--- src/rtl/vpim_pkg.sv ---
`timescale 1ns / 1ps
// ----------------------------------------------------------------------------
// vpim_pkg
// Shared widths, defaults and register indexes for the padded volume index map.
// ----------------------------------------------------------------------------
package vpim_pkg;
	localparam int IDX_W     = 35;
	localparam int SRC_W     = 30;
	localparam int CFG_W     = 11;
	localparam int CFG_IDX_W = 3;
	localparam int DEN_W     = CFG_W + 2;

	localparam int MAX_SIZE_DEF = 1024;
	localparam int MAX_PAD_DEF  = 1024;

	typedef enum logic [CFG_IDX_W-1:0] {
		REG_SRC_WIDTH  = 3'd0,
		REG_SRC_HEIGHT = 3'd1,
		REG_SRC_DEPTH  = 3'd2,
		REG_PAD_LEFT   = 3'd3,
		REG_PAD_RIGHT  = 3'd4,
		REG_PAD_FRONT  = 3'd5,
		REG_PAD_BACK   = 3'd6,
		REG_PAD_BOTTOM = 3'd7
	} reg_idx_t;
endpackage

--- src/rtl/vpim_div.sv ---
`timescale 1ns / 1ps
// ----------------------------------------------------------------------------
// vpim_div
// Pipelined restoring divider, one quotient bit per stage, side data carried.
// ----------------------------------------------------------------------------
module vpim_div
	import vpim_pkg::*;
#(
	parameter int NUM_W = IDX_W,
	parameter int DW    = DEN_W,
	parameter int AUX_W = DEN_W
) (
	input  logic             clk,
	input  logic             arst_n,
	input  logic             in_vld,
	input  logic [NUM_W-1:0] num,
	input  logic [DW-1:0]    den,
	input  logic [AUX_W-1:0] in_aux,
	output logic             out_vld,
	output logic [NUM_W-1:0] quot,
	output logic [DW-1:0]    rem,
	output logic [AUX_W-1:0] out_aux
);
	logic [NUM_W-1:0] vld_s;
	logic [DW-1:0]    rem_s [NUM_W];
	logic [NUM_W-1:0] wrk_s [NUM_W];
	logic [AUX_W-1:0] aux_s [NUM_W];

	for (genvar i = 0; i < NUM_W; i++) begin : g_stage
		logic             v_in;
		logic [DW-1:0]    r_in;
		logic [NUM_W-1:0] w_in;
		logic [AUX_W-1:0] a_in;
		logic [DW:0]      t;
		logic [DW:0]      diff;
		logic             ge;

		if (i == 0) begin : g_first
			assign v_in = in_vld;
			assign r_in = '0;
			assign w_in = num;
			assign a_in = in_aux;
		end else begin : g_next
			assign v_in = vld_s[i-1];
			assign r_in = rem_s[i-1];
			assign w_in = wrk_s[i-1];
			assign a_in = aux_s[i-1];
		end

		assign t    = {r_in, w_in[NUM_W-1]};
		assign ge   = t >= {1'b0, den};
		assign diff = t - {1'b0, den};

		always_ff @(posedge clk or negedge arst_n) begin
			if (!arst_n) begin
				vld_s[i] <= 1'b0;
			end else begin
				vld_s[i] <= v_in;
			end
		end

		always_ff @(posedge clk) begin
			rem_s[i] <= ge ? diff[DW-1:0] : t[DW-1:0];
			wrk_s[i] <= {w_in[NUM_W-2:0], ge};
			aux_s[i] <= a_in;
		end
	end

	assign out_vld = vld_s[NUM_W-1];
	assign quot    = wrk_s[NUM_W-1];
	assign rem     = rem_s[NUM_W-1];
	assign out_aux = aux_s[NUM_W-1];
endmodule

--- config.mk ---
export PLATFORM = sky130hd
export DESIGN_NAME = vpim_div
export DESIGN_NICKNAME = d
export VERILOG_FILES = /design/src/rtl/vpim_pkg.sv /design/src/rtl/vpim_div.sv
export SDC_FILE = /design/constraint.sdc
export NUM_CORES = 2
export LEC_CHECK = 0
export BUFFER_PORTS_ARGS = -buffer_cell sky130_fd_sc_hd__buf_4
export CAP_MARGIN = 20
export CORE_ASPECT_RATIO = 2
export CORE_MARGIN = 1
export CORE_UTILIZATION = 45
export CTS_BUF_LIST = sky130_fd_sc_hd__clkbuf_4 sky130_fd_sc_hd__clkbuf_8
export DETAILED_ROUTE_END_ITERATION = 6
export GPL_TIMING_DRIVEN = 0
export PLACE_DENSITY = 0.57
export SLEW_MARGIN = 10
export SYNTH_ARGS = -nofsm -noshare
export SYNTH_HDL_FRONTEND = slang
export SYNTH_SLANG_ARGS = --single-unit
--- constraint.sdc ---
create_clock -name clk -period 3.2 [get_ports clk]
set_input_delay 0.64 -clock clk [delete_from_list [all_inputs] [get_ports clk]]
set_output_delay 0.64 -clock clk [all_outputs]
set_load 0.05 [all_outputs]
Yosys cells after proc, flatten, opt, wreduce, memory -nomap -nowiden. Memories as Yosys holds them, arrays and structs flattened. Cells that the tools add are included.

Add/subtract/negate cells: 35. Magnitude comparators: 35. Mux-type cells: 35.

Operator list (count): greater-or-equal comparator 14 x 13 -> 1 bit (34); 2-to-1 mux 13 bit (35); subtractor 13 bit (34); greater-or-equal comparator 1 x 13 -> 1 bit (1); subtractor 1 x 13 -> 13 bit (1).

Flip-flop bits (word level): 35. Bits in writable memories: 2135. Bits of input ports: 64. Output and inout port bits: 62. Word-level logic and storage cells: 143. Memories: 3.

Memories: wrk_s (depth 35, bits a word 35, rd ports 35, clocked after memory_dff 0, write ports 35, line vpim_div.sv:26) `logic [NUM_W-1:0] wrk_s [NUM_W];`; aux_s (depth 35, bits a word 13, rd ports 35, clocked after memory_dff 0, write ports 35, line vpim_div.sv:27) `logic [AUX_W-1:0] aux_s [NUM_W];`; rem_s (depth 35, bits a word 13, rd ports 35, clocked after memory_dff 0, write ports 35, line vpim_div.sv:25) `logic [DW-1:0] rem_s [NUM_W];`.

Longest topological paths before layout. An unclocked memory read counts as a cell.

Depth after elaboration: 3. Mapped depth: 12. Gate-level depth less buffers: 10.

Least setup slack after synthesis. Ideal clock, no wire load.

Path type: input-to-reg. From: in den[2]. To: mem rem_s[3][10] in the netlist's numbering. Library setup time: 0.121 ns. Arrival: 3.446 ns. Required time: 3.079 ns. Setup slack: -0.367 ns. Stages on the path: 10. Path buffers: 1. Cell sequence: inv_1 ha_1 nor2b_1 o21ai_1 a21oi_1 a211oi_2 o211ai_1 a311oi_4 buf_6 mux2_2.

RTL lines: start, declared (line vpim_div.sv:17) `input logic [DW-1:0] den,`; end, declared (line vpim_div.sv:25).

==> results.sh <==
export IMPL_outcome="finished, final reports clean"
export IMPL_routed_via_density=4.91
export IMPL_synth_cell_types=82
export IMPL_drt_pass1_iter_count=5
export IMPL_netSwitchingPower_mw=26.9
export IMPL_finalWirelength_um=131000
export IMPL_grtUsageTotal=0.169
export IMPL_path_max_fanout=10
export IMPL_r2r_start="rem_s[29][1]"
export IMPL_topRoutingLayerUsed="met4"
export IMPL_cts_buffer_depth=4
export IMPL_rsz0062_at_grt="false"
export IMPL_post_route_period_util=0.974
export IMPL_port_buffers=125
export IMPL_clock_skew_ns=0.0493
export IMPL_clk_latency_ns=0.87
export IMPL_worst_setup_path_type="reg -> reg"
export IMPL_hold_ws_ns=0.227
export IMPL_yosys_top_cells_area="dfxtp_1 (61%), ha_1 (7.9%), mux2_2 (5.3%)"
export IMPL_dpl_hpwl_um=90800
export IMPL_std_cell_rows=204
export IMPL_rrSetupSlack_ns=0.08
export IMPL_antenna_found_initial=3
export IMPL_grt_pass1_vias=42600
export IMPL_synth_top_area_frac=0.611
export IMPL_avgSynthCellArea_sq_um=12.7
export IMPL_ios=126
export IMPL_fmax_ghz=0.321
export IMPL_regArea_sq_um=43600
export IMPL_wl_met3_um=4830
export IMPL_p_per_area_nw_per_um2=1060
export IMPL_pre_cts_slack_ns=-1.64
export IMPL_grt_pass1_wl_um=211000
export IMPL_final_cells=8325
export IMPL_power_mw=85.8
export IMPL_grt_start_max_net_pins=36
export IMPL_cts_tree="done"
export IMPL_slew_viol_final=0
export IMPL_drv_cap=0
export IMPL_synth_top_cell_by_area="dfxtp_1"
export IMPL_multiInputGateArea_sq_um=25400
export IMPL_drive_above_1_share=0.187
export IMPL_synth_most_common_cell="dfxtp_1"
export IMPL_drcViolationCount=0
export IMPL_worstPathCellList="ha_1 -> nor2b_1 -> o21ai_1 -> nand2_1 -> a221oi_1 -> a21oi_1 -> nor4_4 -> buf_4 -> mux2_2"
export IMPL_synth_seq_area_share=0.624
export IMPL_dp_cells=7711
export IMPL_syn_inst=5513
export IMPL_netlist_area_sq_um=69900
export IMPL_worstPathArrival_ns=3.88
export IMPL_cpPeakStageDelay_ns=0.47
export IMPL_clockPowerShare=0.259
export IMPL_p_int_mw=58.9
export IMPL_synth_common_cells="dfxtp_1 (2135), ha_1 (444), mux2_2 (330)"
export IMPL_share_comb_of_total_power=0.332
export IMPL_setup_ws_ns=0.0840
export IMPL_numCtsBuffers=301
export IMPL_setup_viol=0
export IMPL_endpoint_kind="flip-flop"
export IMPL_p_sw_frac=0.314
export IMPL_cts_sinks=2170
export IMPL_dr_total_vias=40900
export IMPL_ir_drop_mv=0.476
export IMPL_gp_congestion=0.865
export IMPL_ant_nets=0
export IMPL_synth_edf_count=0
export IMPL_synthFlopType="dfxtp_1"
export IMPL_worstPathRequired_ns=3.96
export IMPL_drtIter0Drc=1409
export IMPL_clk_pin_slew_ns=0.07
export IMPL_fp_dieW_um=281
export IMPL_die_h_um=560
export IMPL_gr_total_overflow=0
export IMPL_synth_seq_cells=2170
export IMPL_p_leak_nw=35.3
export IMPL_fillers=13200
export IMPL_async_flop_share=0.0161
export IMPL_syn_nets=6055
export IMPL_hold_viol_final=0
export IMPL_yosys_warnings=0
export IMPL_worst_pin_slew_ns=0.788
export IMPL_fin_crit_ns=3.12
export IMPL_die_area_sq_um=157000
export IMPL_tns_ns=0
export IMPL_startpoint_type="flip-flop"
export IMPL_core_area_sq_um=154000
export IMPL_critPathLaunch="rem_s[29][1]"
export IMPL_nets=6581
export IMPL_synthToLayoutAreaGrowth_pct=16.2
export IMPL_hold_class="in -> async"
export IMPL_cts_max_level=5
export IMPL_met1_length_um=46700
export IMPL_post_drt_wl_per_cell_um=15.8
export IMPL_max_slew_margin=0.475
export IMPL_cp_slowest_cell="nor4_4"
export IMPL_initial_core_util=0.453
export IMPL_p_seq_frac=0.409
export IMPL_cts_root_buf="clkbuf_8"
export IMPL_met2_length_um=72400
==> cells by family after synthesis <==
logic type / after synthesis / synth area share
xor gates and xnor gates: 296 / 0.0371
DFF: 2170 / 0.624
muxes: 418 / 0.0658
AOI/OAI and AO/OA: 994 / 0.100
adders and majority gates: 478 / 0.0892
buffers and inverters: 239 / 0.0148
and+or+nand+nor: 918 / 0.0691
==> worst max-delay path, delay by kind of cell (launching register included) <==
| family | cells | cell delay [ns] |
|---|---|---|
| buffers and inverters | 1 | 0.30 |
| adder cells (fa/ha/maj) | 1 | 0.31 |
| AND/OR/NAND/NOR | 3 | 0.77 |
| AO/OA/AOI/OAI | 3 | 0.81 |
| multiplexers | 1 | 0.39 |
| flip-flops | 1 | 0.43 |
==> sequential cells by signal, indices dropped and copies added (netlist names) <==
register,flops
aux_s,455
g_stage.v_in,34
wrk_s,1225
out_vld,1
rem_s,455
==> placed cells by master, fill, tap and decap left out, types with 24 or more instances in the layout <==
cell type | Yosys | layout
inv_1 | 176 | 164
fa_1 | 34 | 34
mux2i_1 | 85 | 85
dfxtp_1 | 2135 | 2135
nand3_1 | 49 | 49
o211ai_1 | 33 | 33
clkbuf_8 | 0 | 367
clkbuf_1 | 28 | 26
clkinv_2 | 0 | 34
and2_1 | 37 | 37
nand2b_1 | 55 | 55
o21a_1 | 80 | 80
o31ai_1 | 25 | 25
a21oi_1 | 215 | 215
clkbuf_4 | 0 | 89
ha_1 | 444 | 443
and3_1 | 33 | 33
dfrtp_1 | 35 | 35
xor2_1 | 120 | 120
nor2b_1 | 87 | 87
nor2_1 | 208 | 208
a211oi_1 | 36 | 35
o31a_1 | 26 | 26
nand2_1 | 190 | 190
nand4_1 | 63 | 63
xnor2_1 | 176 | 176
o21ai_0 | 185 | 185
buf_4 | 14 | 170
nor3_1 | 96 | 96
mux2_2 | 330 | 330
a21o_1 | 134 | 134
or2_2 | 24 | 24
a21boi_0 | 28 | 28
dlygate4sd3_1 | 0 | 50
==> layout make-up <==
| cell class | instances | share of cell area |
|---|---|---|
| Sequential cell | 2170 | 0.537 |
| Multi-Input combinational cell | 3104 | 0.312 |
| Clock buffer | 453 | 0.0701 |
| Tap cell | 2060 | 0.0317 |
| Timing Repair Buffer | 225 | 0.0256 |
| Clock inverter | 72 | 0.00992 |
| Inverter | 176 | 0.00866 |
| Buffer | 61 | 0.00459 |
| Antenna cell | 4 | 0.000123 |
==> per-layer routing <==
metal  vias to the layer above  global-route usage
met2                       781               0.332
met1                     19200               0.158
li1                      20500                   -
met5                         -                   0
met3                       402              0.0289
met4                         0              0.0992
==> path summary, 6_finish.rpt <==
kind | end | cells past startpoint
hold reg to reg | wrk_s[11][16] | 0
max in group asynchronous | g_stage[11].v_in | 2
hold / removal | g_stage[14].v_in | 2
setup / recovery | rem_s[30][6] | 9
setup reg to reg | rem_s[30][6] | 9
min in group clk | wrk_s[11][16] | 0
==> power by group through the flow <==
stage / Clock, mW / Sequential, mW / Combinational [mW]
floorplan: 0 / 35.7 / 21.4
global placement: 0 / 35.6 / 27.8
detailed placement: 0 / 35.7 / 28.2
CTS: 23.2 / 35.2 / 28.6
global route: 24.4 / 35.7 / 31.5
finish: 22.2 / 35.1 / 28.5
==> timing repair <==
action                                  4_1_cts  5_1_grt
endpoints found under the hold margin        84        0
buffers inserted                             28        8
gates cloned                                  1        0
pin swaps                                     3        5
endpoints found under the setup margin      407      113
gates resized for setup                       6       11
hold buffers                                 50        0
==> through the flow <==
stage,utilization,area [sq um]
after detailed placement,0.478,73800
after floorplan,-,70000
after global placement,0.476,73500
after CTS,0.525,81100
final,0.526,81200
after global routing,0.526,81200
(Power assumes the default switching activity.)
